`src/sspd_pkg.sv`:
```
package sspd_pkg;

    // Leg geometry is fixed: abduction, flexion, knee
    localparam int JOINTS_PER_LEG = 3;

    // Depth of the queue between front and back
    localparam int QUEUE_DEPTH = 4;

    typedef enum logic [1:0] {
        JT_ABD  = 2'd0,
        JT_FLEX = 2'd1,
        JT_KNEE = 2'd2
    } jtype_t;

    typedef enum logic [3:0] {
        REG_POS_GAIN  = 4'd0,
        REG_DAMP_GAIN = 4'd1,
        REG_DURATION  = 4'd2,
        REG_TRQ_LIM   = 4'd3,
        REG_ABD_LIM   = 4'd4,
        REG_ABD_TGT   = 4'd5,
        REG_FLEX_TGT  = 4'd6,
        REG_KNEE_TGT  = 4'd7
    } reg_idx_t;

    // Configuration as seen by front and back
    typedef struct packed {
        logic [15:0]        kp;
        logic [15:0]        kd;
        logic [15:0]        dur;
        logic [14:0]        tlim;
        logic [14:0]        alim;
        logic [14:0]        atgt;
        logic signed [15:0] ftgt;
        logic signed [15:0] ktgt;
    } cfg_t;

    // Classified item handed from front to back
    typedef struct packed {
        logic [3:0]         idx;
        logic signed [15:0] pos;
        logic signed [15:0] vel;
        logic [15:0]        el;
        logic signed [15:0] startp;
        logic signed [16:0] target;
        logic [14:0]        limit;
        logic               done;
    } entry_t;

    // Leg number of a joint index (index / 3)
    function automatic logic [3:0] leg_of(input logic [3:0] idx);
        case (idx) inside
            [4'd0:4'd2]:   leg_of = 4'd0;
            [4'd3:4'd5]:   leg_of = 4'd1;
            [4'd6:4'd8]:   leg_of = 4'd2;
            [4'd9:4'd11]:  leg_of = 4'd3;
            [4'd12:4'd14]: leg_of = 4'd4;
            default:       leg_of = 4'd5;
        endcase
    endfunction

    // Joint type within the leg (index mod 3)
    function automatic jtype_t type_of(input logic [3:0] idx);
        logic [3:0] leg;
        leg = leg_of(idx);
        type_of = jtype_t'(2'(idx - 4'({leg, 1'b0}) - leg));
    endfunction

endpackage

```
`src/sspd_queue.sv`:
```
module sspd_queue (
    input  logic             clk,
    input  logic             rst_n,
    input  logic             push,
    input  sspd_pkg::entry_t push_data,
    input  logic             pop,
    output sspd_pkg::entry_t head,
    output logic             empty,
    output logic             full
);

    localparam int PW = $clog2(sspd_pkg::QUEUE_DEPTH);

    sspd_pkg::entry_t entry_reg [sspd_pkg::QUEUE_DEPTH];
    logic [PW-1:0]    wr_ptr_reg;
    logic [PW-1:0]    rd_ptr_reg;
    logic [PW:0]      count_reg;

    assign empty = count_reg == '0;
    assign full  = count_reg == (PW+1)'(sspd_pkg::QUEUE_DEPTH);
    assign head  = entry_reg[rd_ptr_reg];

    always_ff @(posedge clk)
    begin
        if (push)
        begin
            entry_reg[wr_ptr_reg] <= push_data;
        end
    end

    // pointers and fill count
    always_ff @(posedge clk or negedge rst_n)
    begin
        if (!rst_n)
        begin
            wr_ptr_reg <= '0;
            rd_ptr_reg <= '0;
            count_reg  <= '0;
        end
        else
        begin
            if (push)
                wr_ptr_reg <= wr_ptr_reg + 1'b1;
            if (pop)
                rd_ptr_reg <= rd_ptr_reg + 1'b1;
            if (push && !pop)
                count_reg <= count_reg + 1'b1;
            else if (pop && !push)
                count_reg <= count_reg - 1'b1;
        end
    end

endmodule

```
`config.mk`:
```
export PLATFORM = sky130hd
export DESIGN_NAME = sspd_queue
export DESIGN_NICKNAME = d
export VERILOG_FILES = /design/src/sspd_pkg.sv /design/src/sspd_queue.sv
export SDC_FILE = /design/constraint.sdc
export NUM_CORES = 1
export LEC_CHECK = 0
export BUFFER_PORTS_ARGS = -buffer_cell sky130_fd_sc_hd__buf_4
export CAP_MARGIN = 20
export CORE_ASPECT_RATIO = 0.7
export CORE_UTILIZATION = 37
export CTS_CLUSTER_DIAMETER = 120
export DETAILED_ROUTE_END_ITERATION = 8
export GPL_TIMING_DRIVEN = 0
export PLACE_DENSITY = 0.63
export SYNTH_ARGS = -nofsm -noshare
export SYNTH_HDL_FRONTEND = slang
export SYNTH_SLANG_ARGS = --single-unit
```
`constraint.sdc`:
```
create_clock -name clk -period 3.3 [get_ports clk]
set_input_delay 0.825 -clock clk [delete_from_list [all_inputs] [get_ports clk]]
set_output_delay 0.825 -clock clk [all_outputs]
set_load 0.01 [all_outputs]
```
==> results.json, run 1 <==
{
  "critPathRequiredTime_ns": 2.47,
  "start_util": 0.377,
  "fp.dieH_um": 171,
  "wl_per_cell_um": 21.1,
  "path_delay_family": "buffers and inverters",
  "antennaDiodeCount": 0,
  "ctsLongestPathBuffers": 3,
  "power_frac_comb": 0.322,
  "grt_pass1_vias": 7186,
  "ant_nets": 0,
  "rr_startpoint": "wr_ptr_reg[1]$_DFFE_PN0P_",
  "status": "finished, final reports clean",
  "p_sw_w": 0.00466,
  "syn2layout_area_growth_pct": 23.9,
  "drt_iter0_markers": 322,
  "io_pins": 208,
  "mostFrequentLayoutCells": "edfxtp_1, buf_4, mux4_2",
  "drc_errors": 0,
  "synth_seq_cells": 411,
  "hold_violations": 0,
  "period_needed_ns": 3.01,
  "crit_chain": "buf_2, buf_2, mux4_2, buf_4",
  "largest_reg_flops": 404,
  "finalWorstSetupSlack_ns": 0.293,
  "antenna_found_initial": 0,
  "cts_buffers": 41,
  "path_buf_inv": 3,
  "grt_first_pass_wirelength_um": 44000,
  "p_per_area_mw_per_mm2": 898,
  "power_frac_clock": 0.257,
  "nets": 929,
  "dpl_worst_slack_ns": 0.788,
  "post_cts_buffers": 0,
  "finalSetupViolations": 0,
  "rows": 61,
  "hp-class": "in2async",
  "power.leakage_nw": 6.33,
  "die_area_mm2": 0.0415,
  "routed_via_density": 4.82,
  "clkTransAtPathRegs_ns": 0.06,
  "layout_commonest_cell": "edfxtp_1",
  "seq_area_frac_synth": 0.818,
  "routed_wl_um": 29000,
  "cpPeakStageDelay_ns": 0.41,
  "seqPwrFrac": 0.420,
  "fin_worst_skew_ns": 0.0134,
  "grt-ovfl-total": 0,
  "slowest_stage": "buf_2",
  "syn_area_per_cell_um2": 26.8,
  "p_sw_frac": 0.279,
  "htree_levels": 2,
  "cts_root_buf": "clkbuf_16",
  "tightest_slew_ns": 0.835,
  "cts_hold_buf": 0,
  "port_buffers": 207,
  "crit_fanout": 10,
  "vdd_ir_drop_max_uv": 483,
  "gp_congestion": 0.682,
  "syn-num-nets": 673,
  "grt_max_degree": 55,
  "clock_sinks": 411,
  "crit_path_start_kind": "flop",
  "firstDrtPassIters": 4,
  "rsz0062_at_grt": "false",
  "crit_top_cell": "buf_2",
  "layout-drive-gt1-share": 0.462,
  "timing.fmax_mhz": 333,
  "synth_cells": 562,
  "yosysWarningCount": 0,
  "hpwl_um": 17800,
  "syn-cell-area_mm2": 0.0150,
  "relSlewSlack": 0.443,
  "core_mm2": 0.0399,
  "yosysUniqueCellTypes": 21,
  "die_w_um": 243,
  "cts_resized": 0,
  "worstReg2RegEnd": "entry_reg[1][30]$_DFFE_PP_",
  "r2r_slack_ns": 1.19,
  "maxCapViolCount": 0,
  "cts_tree": "done",
  "gr-usage-all-layers": 0.141,
  "slew_viol_final": 0,
  "num_vias": 6618,
  "rr_worst_depth": 4,
  "place_inst": 1310,
  "crit_type": "reg2out",
  "intPower_w": 0.0121,
  "min_period_over_period": 0.911,
  "crit_arrival_ns": 2.18,
  "fin_cells": 1374,
  "cp-end-kind": "output port",
  "clock_latency_ns": 0.52
}
## cell families after synthesis
kind of cell,synth area share
xor gates and xnor gates,0.00349
buffers and inverters,0.0171
and+or+nand+nor,0.00324
adders and majority gates,0.00549
muxes,0.152
DFF,0.818
AOI/OAI and AO/OA,0.000332
## metal layers
metal  up-vias  track usage  routed length [µm]  part of all wire
met5         -            0                   0                 0
met3        34       0.0397                1730             0.060
li1       2931            -                   -                 -
met4         0       0.0312                 372             0.013
met2       161        0.227               14100              0.49
met1      3492        0.192               12800              0.44
## layout make-up
class	count	area [µm²]
flip-flops and latches	411	12300
fillers	3329	21300
plain buffers	23	241
inverters	4	15.0
well taps	535	669
clock buffers	52	1070
repair buffers	213	1710
clock inverters	12	133
multi-input cells	124	2480
## stage by stage
stage                     hold WS, ns  cell area, µm²  setup TNS, ns  power [W]   util
after floorplan                 0.456           15000              0     0.0102      -
after global placement          0.479           17300        -157.01     0.0126  0.433
after detailed placement        0.490           17400              0     0.0127  0.437
after CTS                      0.0815           18600              0     0.0170  0.467
after global routing           0.0865           18600              0     0.0175  0.467
final                           0.110           18600              0     0.0167  0.467
## how the worst max path moves through the flow
stage                                         start                         end  slack [ns]  cells after the start
final                     rd_ptr_reg[1]$_DFFE_PN0P_                    head[26]        0.29                      4
after global routing      rd_ptr_reg[1]$_DFFE_PN0P_                    head[26]        0.14                      4
after CTS                 rd_ptr_reg[1]$_DFFE_PN0P_                    head[26]        0.20                      4
after detailed placement  rd_ptr_reg[1]$_DFFE_PN0P_                    head[20]        0.79                      4
after global placement                         push  entry_reg[1][40]$_DFFE_PP_       -0.43                      2
after floorplan                                push   entry_reg[0][0]$_DFFE_PP_        0.77                      1
## Yosys cell counts
library cell  instances  area [µm²]
buf_2                 9        45.0
buf_6                 1        11.3
dfrtp_1               7         175
nor2_1                1        3.75
inv_1                 4        15.0
nand2_1               2        7.51
ha_1                  5        62.6
and2_1                4        25.0
clkbuf_1              2        7.51
xor2_1                4        35.0
nor3_1                1        5.00
buf_8                 1        15.0
xnor2_1               2        17.5
buf_12                7         140
nor3b_1               1        7.51
fa_1                  1        20.0
mux4_2              101        2270
o21ai_0               1        5.00
buf_4                 3        22.5
mux2_2                1        11.3
edfxtp_1            404       12100
## power by group through the flow
stage	combinational [W]	clock, W	sequential (W)
final	0.00539	0.00431	0.00703
after global routing	0.00581	0.00463	0.00711
after CTS	0.00557	0.00443	0.00704
after detailed placement	0.00556	0	0.00715
after global placement	0.00540	0	0.00720
after floorplan	0.00314	0	0.00710
(Power assumes the default switching activity.)
==> run 2: changes to the inputs <==
--- a/config.mk
+++ b/config.mk
@@ -7,12 +7,14 @@
 export LEC_CHECK = 0
 export BUFFER_PORTS_ARGS = -buffer_cell sky130_fd_sc_hd__buf_4
 export CAP_MARGIN = 20
+export CELL_PAD_IN_SITES_DETAIL_PLACEMENT = 1
+export CELL_PAD_IN_SITES_GLOBAL_PLACEMENT = 1
 export CORE_ASPECT_RATIO = 0.7
 export CORE_UTILIZATION = 37
 export CTS_CLUSTER_DIAMETER = 120
 export DETAILED_ROUTE_END_ITERATION = 8
 export GPL_TIMING_DRIVEN = 0
-export PLACE_DENSITY = 0.63
+export PLACE_DENSITY = 0.68
 export SYNTH_ARGS = -nofsm -noshare
 export SYNTH_HDL_FRONTEND = slang
 export SYNTH_SLANG_ARGS = --single-unit
==> run 2 against run 1 <==
Against the previous run: setup slack worse by 0.059 ns; non-clock buffer count stayed put; combinational power hardly changed; via count is 1.3% higher; clock skew is 0.0020 ns higher; global-route usage is 0.54 points higher; utilization is 0.13 points higher; total power is 0.42% higher; wire length is 4.2% higher.
==> results.json, run 2 (synthesis gave the netlist of run 1 again) <==
{
  "hold_slack_ns": 0.0905,
  "layout-drive-gt1-share": 0.466,
  "cp-end-kind": "output port",
  "layout_commonest_cell": "edfxtp_1",
  "tightest_slew_ns": 0.903,
  "grt_pass1_vias": 7464,
  "cts_tree": "done",
  "endpoint": "head[71]",
  "hold_violations": 0,
  "final_util": 0.468,
  "cts_resized": 0,
  "power.leakage_nw": 6.36,
  "clock_latency_ns": 0.53,
  "rsz0062_at_grt": "false",
  "start_util": 0.377,
  "cts_buffers": 41,
  "antenna_found_initial": 0,
  "fp.dieH_um": 171,
  "drt_iter0_markers": 357,
  "crit_fanout": 10,
  "num_vias": 6704,
  "power_w": 0.0168,
  "port_buffers": 207,
  "grt-ovfl-total": 0,
  "ant_nets": 0,
  "startpoint": "rd_ptr_reg[1]$_DFFE_PN0P_",
  "routed_wl_um": 30200,
  "antennaDiodeCount": 0,
  "rr_worst_depth": 4,
  "min_period_over_period": 0.929,
  "clkTransAtPathRegs_ns": 0.06,
  "gr-usage-all-layers": 0.147,
  "critPathRequiredTime_ns": 2.47,
  "syn2layout_area_growth_pct": 24.2,
  "io_pins": 208,
  "period_needed_ns": 3.07,
  "gp_congestion": 0.677,
  "setup_tns_ns": 0,
  "maxCapViolCount": 0,
  "die_area_mm2": 0.0415,
  "wl_per_cell_um": 21.8,
  "rows": 61,
  "routed_via_density": 4.84,
  "mostFrequentLayoutCells": "edfxtp_1, buf_4, mux4_2",
  "cts_root_buf": "clkbuf_16",
  "vdd_ir_drop_max_uv": 487,
  "crit_type": "reg2out",
  "hp-class": "in2async",
  "drc_errors": 0,
  "hpwl_um": 19000,
  "finalSetupViolations": 0,
  "slew_viol_final": 0,
  "nets": 929,
  "timing.fmax_mhz": 326,
  "p_per_area_mw_per_mm2": 899,
  "fin_worst_skew_ns": 0.0154,
  "clock_sinks": 411,
  "status": "finished, final reports clean",
  "post_cts_buffers": 0,
  "crit_arrival_ns": 2.24,
  "rr_startpoint": "wr_ptr_reg[0]$_DFFE_PN0P_",
  "core_mm2": 0.0399,
  "htree_levels": 2,
  "relSlewSlack": 0.398,
  "grt_first_pass_wirelength_um": 45700,
  "r2r_slack_ns": 1.17,
  "crit_path_start_kind": "flop",
  "ctsLongestPathBuffers": 3,
  "firstDrtPassIters": 4,
  "die_w_um": 243,
  "worstReg2RegEnd": "entry_reg[0][30]$_DFFE_PP_",
  "cts_hold_buf": 0,
  "largest_reg_flops": 404,
  "grt_max_degree": 55
}
run 2: changes by cell type in the layout (fill, tap and decap cells not counted), sizes merged:
cell,delta
inv,+4
clkbuf,-5
clkinv,+12
clkinvlp,+1
bufinv,-2
run 2: report_power, final:
part	leakage, nW	total (W)	switching [W]	internal [W]
Combinational	1.95	0.00539	0.00265	0.00274
Sequential	3.79	0.00704	0.000218	0.00682
Clock	0.616	0.00436	0.00191	0.00245
run 2: worst min-delay path by stage:
stage	endpoint	depth (start not counted)	slack, ns
6_report	count_reg[0]$_DFFE_PN0P_	1	0.09
3_3_place_gp	count_reg[2]$_DFFE_PN0P_	1	0.48
2_1_floorplan	count_reg[2]$_DFFE_PN0P_	1	0.46
4_1_cts	count_reg[0]$_DFFE_PN0P_	1	0.06
3_5_place_dp	count_reg[2]$_DFFE_PN0P_	1	0.48
5_1_grt	count_reg[0]$_DFFE_PN0P_	1	0.06
run 2: area by class of cell:
class | count | area [µm²]
Multi-Input combinational cell | 124 | 2480
Timing Repair Buffer | 213 | 1710
Fill cell | 3625 | 21200
Buffer | 23 | 241
Inverter | 4 | 15.0
Sequential cell | 411 | 12300
Clock inverter | 27 | 160
Clock buffer | 47 | 1090
Tap cell | 535 | 669
run 2: metrics by stage:
step | setup WS [ns] | std cells | instance area [µm²]
after floorplan | 0.773 | 562 | 15000
after global placement | -0.433 | 1304 | 17300
after detailed placement | 0.712 | 1310 | 17400
after CTS | 0.115 | 1384 | 18700
after global routing | 0.0679 | 1384 | 18700
final | 0.234 | 1384 | 18700
run 2: per-layer routing:
metal  share of wire  GRT usage
met5               0          0
met4           0.020     0.0380
met3           0.053     0.0356
met2            0.50      0.243
met1            0.43      0.195
run 2: worst max-delay path, cell delays in order, from the launching register on:
cell and delay (ns):
dfrtp_1 0.35, buf_2 0.36, buf_2 0.43, mux4_2 0.39, buf_4 0.16
