$ cat src/sspd_pkg.sv
package sspd_pkg;

    // Leg geometry is fixed: abduction, flexion, knee
    localparam int JOINTS_PER_LEG = 3;

    // Depth of the queue between front and back
    localparam int QUEUE_DEPTH = 4;

    typedef enum logic [1:0] {
        JT_ABD  = 2'd0,
        JT_FLEX = 2'd1,
        JT_KNEE = 2'd2
    } jtype_t;

    typedef enum logic [3:0] {
        REG_POS_GAIN  = 4'd0,
        REG_DAMP_GAIN = 4'd1,
        REG_DURATION  = 4'd2,
        REG_TRQ_LIM   = 4'd3,
        REG_ABD_LIM   = 4'd4,
        REG_ABD_TGT   = 4'd5,
        REG_FLEX_TGT  = 4'd6,
        REG_KNEE_TGT  = 4'd7
    } reg_idx_t;

    // Configuration as seen by front and back
    typedef struct packed {
        logic [15:0]        kp;
        logic [15:0]        kd;
        logic [15:0]        dur;
        logic [14:0]        tlim;
        logic [14:0]        alim;
        logic [14:0]        atgt;
        logic signed [15:0] ftgt;
        logic signed [15:0] ktgt;
    } cfg_t;

    // Classified item handed from front to back
    typedef struct packed {
        logic [3:0]         idx;
        logic signed [15:0] pos;
        logic signed [15:0] vel;
        logic [15:0]        el;
        logic signed [15:0] startp;
        logic signed [16:0] target;
        logic [14:0]        limit;
        logic               done;
    } entry_t;

    // Leg number of a joint index (index / 3)
    function automatic logic [3:0] leg_of(input logic [3:0] idx);
        case (idx) inside
            [4'd0:4'd2]:   leg_of = 4'd0;
            [4'd3:4'd5]:   leg_of = 4'd1;
            [4'd6:4'd8]:   leg_of = 4'd2;
            [4'd9:4'd11]:  leg_of = 4'd3;
            [4'd12:4'd14]: leg_of = 4'd4;
            default:       leg_of = 4'd5;
        endcase
    endfunction

    // Joint type within the leg (index mod 3)
    function automatic jtype_t type_of(input logic [3:0] idx);
        logic [3:0] leg;
        leg = leg_of(idx);
        type_of = jtype_t'(2'(idx - 4'({leg, 1'b0}) - leg));
    endfunction

endpackage

$ cat src/sspd_in_if.sv
interface sspd_in_if;
    logic               valid;
    logic               ready;
    logic [3:0]         joint_sel;
    logic signed [15:0] measured_position;
    logic signed [15:0] measured_rate;
    logic [15:0]        elapsed_ms;
    logic               start_ramp;

    modport source (output valid, joint_sel, measured_position, measured_rate,
                    elapsed_ms, start_ramp, input ready);
    modport sink   (input valid, joint_sel, measured_position, measured_rate,
                    elapsed_ms, start_ramp, output ready);
endinterface

$ cat src/sspd_front.sv
module sspd_front #(
    parameter int NUM_JOINTS = 12
) (
    input  logic             clk,
    input  logic             rst_n,
    sspd_in_if.sink          in_ch,
    input  sspd_pkg::cfg_t   cfg,
    output sspd_pkg::entry_t push_data,
    output logic             push,
    input  logic             full
);

    localparam int AW        = (NUM_JOINTS > 1) ? $clog2(NUM_JOINTS) : 1;
    localparam int LEFT_LEGS = (NUM_JOINTS / sspd_pkg::JOINTS_PER_LEG) / 2;

    logic                  acc;
    logic                  jv_in;
    logic [AW-1:0]         addr_in;

    // start store and its written marks
    logic signed [15:0]    start_mem [NUM_JOINTS];
    logic [NUM_JOINTS-1:0] seen_reg;

    // accept stage
    logic                  a_vld_reg;
    logic [3:0]            a_idx_reg;
    logic signed [15:0]    a_pos_reg;
    logic signed [15:0]    a_vel_reg;
    logic [15:0]           a_el_reg;
    logic                  a_start_reg;
    logic                  a_jv_reg;
    logic signed [15:0]    rd_reg;
    logic                  rdv_reg;

    logic [3:0]            leg;
    sspd_pkg::jtype_t      jt;
    logic                  left;

    assign acc          = in_ch.valid && in_ch.ready;
    assign jv_in        = 6'(in_ch.joint_sel) < 6'(NUM_JOINTS);
    assign addr_in      = AW'(in_ch.joint_sel);
    assign in_ch.ready  = !a_vld_reg || !full;
    assign push         = a_vld_reg && !full;

    // store write and registered read
    always_ff @(posedge clk)
    begin
        if (acc)
        begin
            rd_reg <= start_mem[addr_in];
        end
        if (acc && jv_in && in_ch.start_ramp)
        begin
            start_mem[addr_in] <= in_ch.measured_position;
        end
    end

    always_ff @(posedge clk or negedge rst_n)
    begin
        if (!rst_n)
        begin
            seen_reg  <= '0;
            a_vld_reg <= 1'b0;
            rdv_reg   <= 1'b0;
        end
        else
        begin
            if (acc && jv_in && in_ch.start_ramp)
            begin
                seen_reg[addr_in] <= 1'b1;
            end
            if (acc)
            begin
                a_vld_reg <= 1'b1;
                rdv_reg   <= jv_in && seen_reg[addr_in];
            end
            else if (push)
            begin
                a_vld_reg <= 1'b0;
            end
        end
    end

    always_ff @(posedge clk)
    begin
        if (acc)
        begin
            a_idx_reg   <= in_ch.joint_sel;
            a_pos_reg   <= in_ch.measured_position;
            a_vel_reg   <= in_ch.measured_rate;
            a_el_reg    <= in_ch.elapsed_ms;
            a_start_reg <= in_ch.start_ramp;
            a_jv_reg    <= jv_in;
        end
    end

    // classify: start, target, limit, done
    always_comb
    begin
        leg  = sspd_pkg::leg_of(a_idx_reg);
        jt   = sspd_pkg::type_of(a_idx_reg);
        left = 5'(leg) < 5'(LEFT_LEGS);

        push_data.idx  = a_idx_reg;
        push_data.pos  = a_pos_reg;
        push_data.vel  = a_vel_reg;
        push_data.el   = a_el_reg;
        push_data.done = a_el_reg >= cfg.dur;

        if (!a_jv_reg)
            push_data.startp = '0;
        else if (a_start_reg)
            push_data.startp = a_pos_reg;
        else if (rdv_reg)
            push_data.startp = rd_reg;
        else
            push_data.startp = '0;

        unique case (jt)
            sspd_pkg::JT_ABD:
            begin
                push_data.target = left ? 17'sd0 - $signed({2'b0, cfg.atgt})
                                        : $signed({2'b0, cfg.atgt});
                push_data.limit  = cfg.alim;
            end
            sspd_pkg::JT_FLEX:
            begin
                push_data.target = 17'(cfg.ftgt);
                push_data.limit  = cfg.tlim;
            end
            default:
            begin
                push_data.target = 17'(cfg.ktgt);
                push_data.limit  = cfg.tlim;
            end
        endcase
    end

endmodule

$ cat src/flat_wrapper.sv
// flat-port wrapper written by rule: the top's interface ports become plain ports
module sspd_front_flat 
#(
    parameter int NUM_JOINTS = 12
)
  (clk, rst_n, cfg, push_data, push, full, in_ch_valid, in_ch_joint_sel, in_ch_measured_position, in_ch_measured_rate, in_ch_elapsed_ms, in_ch_start_ramp, in_ch_ready);
  sspd_in_if in_ch_i ();
  input  logic clk;
  input  logic rst_n;
  input  sspd_pkg::cfg_t cfg;
  output sspd_pkg::entry_t push_data;
  output logic push;
  input  logic full;
  input wire logic [$bits(in_ch_i.valid)-1:0] in_ch_valid;
  input wire logic [$bits(in_ch_i.joint_sel)-1:0] in_ch_joint_sel;
  input wire logic [$bits(in_ch_i.measured_position)-1:0] in_ch_measured_position;
  input wire logic [$bits(in_ch_i.measured_rate)-1:0] in_ch_measured_rate;
  input wire logic [$bits(in_ch_i.elapsed_ms)-1:0] in_ch_elapsed_ms;
  input wire logic [$bits(in_ch_i.start_ramp)-1:0] in_ch_start_ramp;
  output wire logic [$bits(in_ch_i.ready)-1:0] in_ch_ready;
  assign in_ch_i.valid = in_ch_valid;
  assign in_ch_i.joint_sel = in_ch_joint_sel;
  assign in_ch_i.measured_position = in_ch_measured_position;
  assign in_ch_i.measured_rate = in_ch_measured_rate;
  assign in_ch_i.elapsed_ms = in_ch_elapsed_ms;
  assign in_ch_i.start_ramp = in_ch_start_ramp;
  assign in_ch_ready = in_ch_i.ready;
  sspd_front #(.NUM_JOINTS(NUM_JOINTS)) u_core (.clk(clk), .rst_n(rst_n), .in_ch(in_ch_i), .cfg(cfg), .push_data(push_data), .push(push), .full(full));
endmodule
$ cat config.mk
export PLATFORM = sky130hd
export DESIGN_NAME = sspd_front_flat
export DESIGN_NICKNAME = d
export VERILOG_FILES = /design/src/sspd_pkg.sv /design/src/sspd_in_if.sv /design/src/sspd_front.sv /design/src/flat_wrapper.sv
export SDC_FILE = /design/constraint.sdc
export NUM_CORES = 1
export LEC_CHECK = 0
export BUFFER_PORTS_ARGS = -buffer_cell sky130_fd_sc_hd__buf_2
export CAP_MARGIN = 40
export CORE_MARGIN = 1
export CORE_UTILIZATION = 55
export DETAILED_ROUTE_END_ITERATION = 16
export GPL_TIMING_DRIVEN = 0
export PLACE_DENSITY = 0.83
export SYNTH_ARGS = -nofsm -noshare
export SYNTH_HDL_FRONTEND = slang
export SYNTH_SLANG_ARGS = --single-unit
$ cat constraint.sdc
create_clock -name clk -period 14.2 [get_ports clk]
set_clock_uncertainty 0.05 [all_clocks]
set_input_delay 2.84 -clock clk [delete_from_list [all_inputs] [get_ports clk]]
set_output_delay 2.84 -clock clk [all_outputs]
set_load 0.01 [all_outputs]
==> run metrics, run 1 <==
Hold/Removal Path Class=flip-flop to flip-flop; Max-Cap Viols=0; Layout Nets=1184; TritonRoute pass-1 iters=5; Sink Count=~280; root buf cell=clkbuf_16; Post-CTS Resized=0; Layout Cells excl Fill=1277; initial DRC count=682; Placed Cells=1229; row count=53; cells along the critical path=buf_2 > nor3_1 > nand4_1 > or4b_2 > a22oi_1 > o21ai_0 > buf_4 > buf_2; post-synthesis cell type count=50; ys flop type=edfxtp_1; initial antenna violation count=2; largest family of logic cells by synthesized area=multiplexers; max reg flops=around 190; syn_nets=884; remaining antenna violation count after routing=0; io pins=285; Finished Cell Area=0.0145 mm^2; post-CTS setup buffer count=0; status=finished clean; Port Buffer Count=between 200 and 300; Setup WS post-layout=6.12 ns; ant diodes=0; # H-tree levels=1; Slew Limit Fails=0; total track usage=0.276; crit-path max FO=7; final worst path period need=8.08 ns; crit share post-route=0.569; CP max stage cell=or4b_2; Synth async-reset ratio=0.0507; final hold slack=about 0.41 ns; Cells on Worst Hold Path=1; P&R area growth vs syn=24.0%; Final setup viols=0; ranking of synthesized cells by area=edfxtp_1 (67%), mux4_2 (9.8%), dfrtp_1 (3.0%); Peak VDD IR=0.110 mV; leak pwr=5.62 nW; synthesized area=0.0117 mm^2; Hold-fix buffers, CTS=0; RSZ-0062 raised after global routing=false; RR Startpoint=u_core.a_vld_reg; Hold Crit Start=u_core.seen_reg[1]; worst slack at placement=a little over 6 ns; layout cells sized above 1=0.411; Routed Wire Length=30.0 mm; Most common cell on crit path=buf_2; Num CTS Buffers=26; Yosys top cell area share=0.672; Final Hold Viols=0; WL/cell=23.5 um; die height=148 um; Worst path depth=8; CP delay by family, top=simple AND/OR/NAND/NOR gates; largest net degree at the start of global routing=27; most flop-heavy register=u_core.start_mem; Synth Area in XOR/XNOR=0.00973; top cells by count, synth=edfxtp_1 (262), mux4_2 (51), nand2_1 (42), o21ai_0 (36), mux2i_1 (29); Arr. time, crit path=between 5 and 6 ns; die area=approximately 0.022 mm^2; CP Launch Type=input port; Synth Warn #=0; PD cells=between 100 and 150 mW/mm^2; core area=0.0210 mm^2; slew margin rel.=0.367; Max Clock Freq=124 MHz; Residual DRC=0; largest area contributor in the netlist=edfxtp_1; worst reg2reg path depth=8; crit path from=cfg[38]; Synth Area in Compound Gates=0.0485; Setup crit end kind=primary output; CP max stage delay=0.69 ns; mux contribution to synthesized area=0.142; vias in the first global route=7545; CTS tree=built; Mapped Cells=682; Post-Synth Adder-Cell Area=0.0214; Clock Path Buffers=3; Synth Area in Simple Gates=0.0570; Fillers=1358; DP Area=approximately 0.014 mm^2; Initial Util=0.559; worst path buffer plus inverter count=3; Worst-Margin Slew=0.936 ns; Overflow after GRT=0; routed via count=7580; count leader, synth=edfxtp_1; Required @ worst endpoint=approximately 11 ns; first-pass GRT wire length=roughly 44 mm; Synth Register Bits=between 200 and 300; vias per cell=5.94; Clock Latency Late Sink=0.53 ns; post-DP HPWL=around 21 mm; die width=around 150 um; Worst-path clk slew=about 0.060 ns; GP Congestion=0.908; Post-synth EDFFs=about 260; post-synthesis sequential area ratio=0.702; syn_area_per_cell=~17 um^2; kind of critical path=input port to primary output
stage by stage:
stage,utilization,TNS [ns],total power [mW]
finish,0.693,0,1.87
global route,0.693,0,1.93
CTS,0.693,0,1.88
detailed placement,0.652,0,1.21
global placement,0.635,-38.81,1.20
floorplan,-,0,1.09
cells in the final DEF (no fill, tap or decap), drive strengths merged, types with 2 or more instances in the layout:
cell      Yosys  layout
a21o          7       7
a21oi        15      15
a221oi        3       3
a22oi        16      16
a31oi         2       2
and3          2       2
buf          12     284
bufinv        0       2
clkbuf       21      58
clkinv        0       7
clkinvlp      0       2
dfrtp        14      14
edfxtp      262     262
ha           20      20
inv          22      22
mux2         16      16
mux2i        29      29
mux4         51      51
nand2        42      42
nand2b        6       6
nand3         3       3
nand3b        2       2
nand4         5       5
nor2         20      20
nor2b        19      19
nor3          9       9
nor4          2       2
o211ai        2       2
o21a          2       2
o21ai        36      36
o221ai        2       2
or2          13      13
or3           2       2
or4b          2       2
xnor2         5       5
xor2          8       8
path summary, 6_finish.rpt:
check / to / slack, ns
max: push_data[32] / 6.12
max in group asynchronous: u_core.seen_reg[4] / 11.70
max reg2reg: u_core.start_mem[0][5] / 10.84
min: u_core.seen_reg[1] / 0.41
min in group asynchronous: u_core.seen_reg[8] / 2.15
min reg2reg: u_core.seen_reg[1] / 0.41
routing by layer:
| layer | vias up | global-route usage | wire length [um] |
|---|---|---|---|
| met5 | - | 0 | 24 |
| met2 | 458 | 0.493 | 15400 |
| li1 | 3282 | - | - |
| met4 | 4 | 0.112 | 1160 |
| met1 | 3747 | 0.333 | 10800 |
| met3 | 89 | 0.0478 | 2650 |
cells by family (layout without fill, tap and decap cells):
group / after synthesis / after routing
multiplexers: 96 / 96
buffers and inverters: 55 / 375
AND/OR/NAND/NOR: 131 / 131
XOR/XNOR: 13 / 13
AO/OA/AOI/OAI: 91 / 91
adder cells (fa/ha/maj): 20 / 20
flip-flops: 276 / 276
report_power, final:
| group | switching [mW] | total [mW] | leakage (nW) | internal, mW |
|---|---|---|---|---|
| combinational | 0.145 | 0.261 | 2.64 | 0.116 |
| clock | 0.285 | 0.684 | 0.409 | 0.400 |
| sequential | 0.0114 | 0.928 | 2.57 | 0.916 |
area by class of cell:
type / count / area [um^2] / area share
Tap cell: 275 / 344 / 0.0237
Inverter: 22 / 82.6 / 0.00569
Clock buffer: 37 / 743 / 0.0512
Buffer: 33 / 149 / 0.0103
Clock inverter: 11 / 105 / 0.00724
Multi-Input combinational cell: 351 / 3310 / 0.228
Timing Repair Buffer: 272 / 1570 / 0.108
Sequential cell: 276 / 8220 / 0.566
Power figures use the tool's default switching activity.
==> run 2, diff against run 1 <==
- ABC_AREA: not set -> 1
- CORE_UTILIZATION: 55 -> 48
- PLACE_DENSITY: 0.83 -> 0.77
- clock period: 14.2 -> 6.95 ns (I/O delays scaled with it)
==> run 2 against run 1 <==
Compared with the run above: clock power increased by 130%; setup slack worse by 4.1 ns; critical path depth rose by 4; combinational power rose by 120%; total power increased by 110%; final cell count increased by 22%; synthesized area fell by 1.5%; global-route usage shrank 4.1 points; clock-buffer cell count fell by 7; sequential cell count unchanged; largest cell class unchanged; non-clock buffer count increased by 1.
==> run metrics, run 2 <==
Arr. time, crit path=3.45 ns (was 5.19 ns); Final Hold Viols=0 (unchanged); worst slack at placement=2.58 ns (was 6.10 ns); kind of critical path=flip-flop to primary output (was input port to primary output); RR Startpoint=u_core.a_vld_reg (unchanged); initial DRC count=691 (was 682); post-CTS setup buffer count=0 (unchanged); syn_nets=1125 (was 884); Worst R2R End=u_core.start_mem[4][9] (was u_core.start_mem[0][5]); Routed Wire Length=29.5 mm (was 30.0 mm); Required @ worst endpoint=5.51 ns (was 11.31 ns); Layout Nets=1419 (was 1184); vias in the first global route=8129 (was 7545); Reg area=0.00822 mm^2 (unchanged); crit path from=u_core.a_idx_reg[1] (was cfg[38]); count leader, synth=edfxtp_1 (unchanged); Hold-fix buffers, CTS=0 (unchanged); TNS Setup=0 ns (unchanged); largest net degree at the start of global routing=50 (was 27); io pins=285 (unchanged); Mapped Cells=923 (was 682); core area=0.0235 mm^2 (was 0.0210 mm^2); syn_area_per_cell=12.5 um^2 (was 17.2 um^2); synthesized area=0.0115 mm^2 (was 0.0117 mm^2); Peak VDD IR=0.225 mV (was 0.110 mV); Fillers=1806 (was 1358); commonest non-fill, non-tap cells in the layout=edfxtp_1 (262), buf_2 (257), nand2_1 (247) (was edfxtp_1 (262), buf_2 (257), mux4_2 (51)); die area=0.0246 mm^2 (was 0.0219 mm^2); crit-path max FO=10 (was 7); max reg flops=192 (unchanged); Setup crit end kind=primary output (unchanged); initial antenna violation count=0 (was 2); Initial Util=0.490 (was 0.559); Synth Warn #=0 (unchanged); first-pass GRT wire length=43.3 mm (was 44.0 mm); vias per cell=5.45 (was 5.94); ranking of synthesized cells by area=edfxtp_1 (68%), nand2_1 (8.0%), a22oi_1 (6.6%) (was edfxtp_1 (67%), mux4_2 (9.8%), dfrtp_1 (3.0%)); ys flop type=edfxtp_1 (unchanged); row count=56 (was 53); largest area contributor in the netlist=edfxtp_1 (unchanged); Clock Path Buffers=3 (unchanged); Worst-path clk slew=0.06 ns (about the same); root buf cell=clkbuf_16 (unchanged); Clock Latency Late Sink=0.53 ns (about the same); remaining antenna violation count after routing=0 (unchanged); Num CTS Buffers=27 (was 26); ant diodes=0 (unchanged); PD cells=280 mW/mm^2 (was 129 mW/mm^2); Placed Cells=1507 (was 1229); top cells by count, synth=edfxtp_1 (262), nand2_1 (247), a22oi_1 (102), inv_1 (50), nand3_1 (45) (was edfxtp_1 (262), mux4_2 (51), nand2_1 (42), o21ai_0 (36), mux2i_1 (29)); CTS tree=built (unchanged); Slew Limit Fails=0 (unchanged); Synth Register Bits=276 (unchanged); Max-Cap Viols=0 (unchanged); post-synthesis sequential area ratio=0.713 (was 0.702); Critical Path End=push_data[32] (unchanged); Hold/Removal Path Class=flip-flop to flip-flop (unchanged); status=finished clean (unchanged); crit share post-route=0.704; leak pwr=5.87 nW (was 5.62 nW); CP Launch Type=flip-flop (was input port); # H-tree levels=1 (unchanged); Post-synth EDFFs=262 (unchanged); RSZ-0062 raised after global routing=false (unchanged); WL/cell=19.0 um (was 23.5 um); Residual DRC=0 (unchanged); DP Area=0.0134 mm^2 (was 0.0137 mm^2); Finished Cell Area=0.0144 mm^2 (was 0.0145 mm^2); Overflow after GRT=0 (unchanged); final worst path period need=4.89 ns; Worst-Margin Slew=0.696 ns (was 0.936 ns); Layout Cells excl Fill=1555 (was 1277); GP Congestion=0.843 (was 0.908); die width=157 um (was 148 um); Synth async-reset ratio=0.0507 (unchanged); die height=157 um (was 148 um); Sink Count=276 (unchanged); worst reg2reg path depth=9 (was 8); layout cells sized above 1=0.286 (was 0.411); slew margin rel.=0.534 (was 0.367); commonest non-fill, non-tap cell in the layout=edfxtp_1 (unchanged); TritonRoute pass-1 iters=5 (unchanged); post-synthesis cell type count=28 (was 50); Port Buffer Count=252 (unchanged); Yosys top cell area share=0.683 (was 0.672); post-DP HPWL=20.9 mm (about the same); total track usage=0.235 (was 0.276); routed via count=8474 (was 7580); Post-CTS Resized=0 (unchanged); most flop-heavy register=u_core.start_mem (unchanged); Final setup viols=0 (unchanged); Setup WS post-layout=2.06 ns (was 6.12 ns); P&R area growth vs syn=24.7% (was 24.0%); total chip power=4.02 mW (was 1.87 mW); Reg2Reg Setup Slack=4.34 ns (was 10.84 ns); Max Clock Freq=roughly 200 MHz; Cells on Worst Hold Path=1 (unchanged); area of the multi-input gates=0.00297 mm^2 (was 0.00331 mm^2)
## run 2: changes by cell type after synthesis, moves of 9 or more
cell	previous run	this run
o21ai_0	36	20
nor2b_1	19	0
nand4_1	5	16
a22oi_1	16	102
mux4_2	51	0
a21oi_1	15	26
nand2_1	42	247
mux2i_1	29	0
inv_1	22	50
mux2_4	10	0
clkbuf_1	21	30
nor2_1	20	38
nand3_1	3	45
## run 2: area by class of cell
class	instances	area share
Timing Repair Buffer	265	0.102
Tap cell	319	0.0278
Clock buffer	30	0.0478
Sequential cell	276	0.572
Multi-Input combinational cell	554	0.206
Clock inverter	18	0.0183
Inverter	52	0.0138
Buffer	41	0.0123
## run 2: logic make-up (layout without fill, tap and decap cells)
logic type / count (synthesis) / after routing / synth area share
xor gates and xnor gates: 12 / 12 / 0.00912
buffers and inverters: 93 / 406 / 0.0322
adders and majority gates: 20 / 20 / 0.0217
DFF: 276 / 276 / 0.713
and+or+nand+nor: 369 / 369 / 0.135
AOI/OAI and AO/OA: 153 / 153 / 0.0892
## run 2: worst min path at each step
stage	from	end	slack, ns
6_report	u_core.seen_reg[2]	u_core.seen_reg[2]	0.42
4_1_cts	u_core.seen_reg[2]	u_core.seen_reg[2]	0.42
5_1_grt	u_core.seen_reg[0]	u_core.seen_reg[0]	0.44
2_1_floorplan	u_core.seen_reg[10]	u_core.seen_reg[10]	0.39
3_3_place_gp	u_core.seen_reg[9]	u_core.seen_reg[9]	0.40
3_5_place_dp	u_core.seen_reg[11]	u_core.seen_reg[11]	0.41
## run 2: routing by layer
layer  part of all wire  global-route usage  up-vias
met4              0.038              0.0994        0
met5                  0                   0        -
met1               0.38               0.282     4044
li1                   -                   -     3920
met3              0.085              0.0361       73
met2               0.50               0.420      437
## run 2: critical path, cell delays in order, from the launching register on
cell,delay [ns]
edfxtp_1,0.53
nor2_1,0.22
nand2_1,0.10
a21boi_0,0.14
ha_1,0.30
inv_1,0.04
ha_1,0.27
xor2_1,0.41
clkbuf_1,0.42
nand4_1,0.15
nand3_1,0.12
buf_4,0.10
buf_2,0.11
## run 2: stage by stage
step | hold WS, ns | util
floorplan | 0.390 | -
global placement | 0.402 | 0.560
detailed placement | 0.405 | 0.570
CTS | 0.423 | 0.611
global route | 0.445 | 0.611
finish | 0.422 | 0.611
## run 2: power by group
part / total, mW / internal [mW] / switching, mW
combinational: 0.562 / 0.208 / 0.354
clock: 1.56 / 0.941 / 0.614
sequential: 1.90 / 1.88 / 0.0228
total: 4.02 / 3.03 / 0.991
==> run 3, diff against run 2 <==
- CORE_UTILIZATION: 48 -> 53
- PLACE_DENSITY: 0.77 -> 0.8
- clock period: 6.95 -> 5.05 ns (I/O delays scaled with it)
==> run 3 against run 2 <==
Compared with the run above: first-iteration DRC count is 2.3% higher; register-to-register slack worse by 1.9 ns; final cell count is 2.7% lower; sequential power is 38% higher; largest power group unchanged; global-route usage is 3.8 points higher; hold slack worse by 0.094 ns; total power is 39% higher.
==> run metrics, run 3 (synthesized netlist as in run 2, its figures left out) <==
status=finished clean (unchanged); CP max stage delay=0.53 ns (about the same); Finished Cell Area=0.0143 mm^2 (was 0.0144 mm^2); cells along the critical path=nor2_1 > nand2_1 > a21boi_0 > ha_1 > inv_1 > ha_1 > xor2_1 > clkbuf_1 > nand4_1 > nand3_1 > buf_4 > buf_2 (unchanged); total chip power=5.60 mW (was 4.02 mW); Worst R2R End=u_core.start_mem[0][1] (was u_core.start_mem[4][9]); CP max stage cell=xor2_1 (was edfxtp_1); Residual DRC=0 (unchanged); crit-path max FO=10 (unchanged); Most common cell on crit path=ha_1 (unchanged); die area=0.0223 mm^2 (was 0.0246 mm^2); WL/cell=20.2 um (was 19.0 um); P&R area growth vs syn=24.4% (was 24.7%); Port Buffer Count=252 (unchanged); initial DRC count=707 (was 691); Peak VDD IR=0.314 mV (was 0.225 mV); Slew Limit Fails=0 (unchanged); Arr. time, crit path=3.64 ns (was 3.45 ns); most flop-heavy register=u_core.start_mem (unchanged); CP delay by family, top=buffers and inverters (unchanged); Required @ worst endpoint=3.99 ns (was 5.51 ns); initial antenna violation count=1 (was 0); Max Clock Freq=213 MHz; largest net degree at the start of global routing=63 (was 50); Routed Wire Length=30.6 mm (was 29.5 mm); Worst-path clk slew=0.07 ns (was 0.06 ns); vias per cell=5.69 (was 5.45); Clock Path Buffers=3 (unchanged); Worst-Margin Slew=0.686 ns (was 0.696 ns); crit path from=u_core.a_idx_reg[1] (unchanged); Layout Cells excl Fill=1513 (was 1555); Final Hold Viols=0 (unchanged); slew margin rel.=0.541 (was 0.534); Clock Latency Late Sink=0.54 ns (was 0.53 ns); worst reg2reg path depth=9 (unchanged); routed via count=8603 (was 8474); Final setup viols=0 (unchanged); Layout Nets=1419 (unchanged); Max-Cap Viols=0 (unchanged); PD cells=391 mW/mm^2 (was 280 mW/mm^2); core area=0.0212 mm^2 (was 0.0235 mm^2); leak pwr=5.86 nW (was 5.87 nW); Placed Cells=1463 (was 1507); layout cells sized above 1=0.284 (was 0.286); die height=149 um (was 157 um); TritonRoute pass-1 iters=5 (unchanged); max reg flops=192 (unchanged); row count=53 (was 56); Overflow after GRT=0 (unchanged); final worst path period need=4.70 ns; ant diodes=0 (unchanged); Setup crit end kind=primary output (unchanged); kind of critical path=flip-flop to primary output (unchanged); vias in the first global route=8537 (was 8129); first-pass GRT wire length=45.1 mm (was 43.3 mm); commonest non-fill, non-tap cell in the layout=edfxtp_1 (unchanged); GP Congestion=0.887 (was 0.843); CP Launch Type=flip-flop (unchanged); Reg2Reg Setup Slack=2.41 ns (was 4.34 ns); worst path buffer plus inverter count=4 (unchanged); Hold/Removal Path Class=input port to asynchronous set/reset pin (was flip-flop to flip-flop); DP Area=0.0134 mm^2 (about the same); RR Startpoint=u_core.a_vld_reg (unchanged); Sink Count=276 (unchanged); Post-CTS Resized=0 (unchanged); post-CTS setup buffer count=0 (unchanged); Hold-fix buffers, CTS=0 (unchanged); # H-tree levels=1 (unchanged); CTS tree=built (unchanged); commonest non-fill, non-tap cells in the layout=edfxtp_1 (262), buf_2 (257), nand2_1 (247) (unchanged); crit share post-route=0.930; Num CTS Buffers=27 (unchanged); remaining antenna violation count after routing=0 (unchanged); Initial Util=0.545 (was 0.490); RSZ-0062 raised after global routing=false (unchanged); io pins=285 (unchanged); post-DP HPWL=21.2 mm (was 20.9 mm); total track usage=0.273 (was 0.235); die width=149 um (was 157 um); root buf cell=clkbuf_16 (unchanged)
-- run 3: changes by cell type in the layout (fill, tap and decap cells not counted), moves of 2 or more --
cell	change
buf_6	+2
buf_8	-2
clkbuf_1	+2
clkinv_1	+2
clkinv_2	-2
clkinv_4	-2
clkinvlp_4	+2
-- run 3: worst max-delay path by stage --
stage	endpoint	slack [ns]	cells after the start
2_1_floorplan	u_core.start_mem[11][0]	0.83	7
3_3_place_gp	u_core.start_mem[10][5]	-0.65	8
3_5_place_dp	push_data[32]	0.97	12
4_1_cts	push_data[32]	0.38	12
5_1_grt	push_data[13]	0.08	11
6_report	push_data[32]	0.35	12
-- run 3: report_power, final --
part / leakage, nW / internal, mW / switching (mW) / total [mW]
logic: 2.82 / 0.287 / 0.508 / 0.795
clock network: 0.463 / 1.34 / 0.842 / 2.19
registers: 2.57 / 2.59 / 0.0341 / 2.62
-- run 3: layer usage --
metal / wire length, um / GRT usage
met1: 10700 / 0.308
met3: 2850 / 0.0524
met5: 13 / 0
met2: 15700 / 0.484
met4: 1370 / 0.155
-- run 3: area by class of cell --
class	count	area, um^2
Sequential cell	276	8220
Inverter	52	198
Buffer	41	176
Tap cell	275	344
Timing Repair Buffer	265	1460
Fill cell	1447	6820
Clock inverter	18	277
Multi-Input combinational cell	554	2970
Clock buffer	32	694
-- run 3: per-stage QoR --
step	hold WS, ns	util	TNS [ns]	worst slack (ns)
floorplan	0.390	-	0	0.825
global placement	0.403	0.621	-117.92	-0.651
detailed placement	0.406	0.632	0	0.971
CTS	0.327	0.678	0	0.381
global route	0.339	0.678	0	0.0759
finish	0.328	0.678	0	0.353
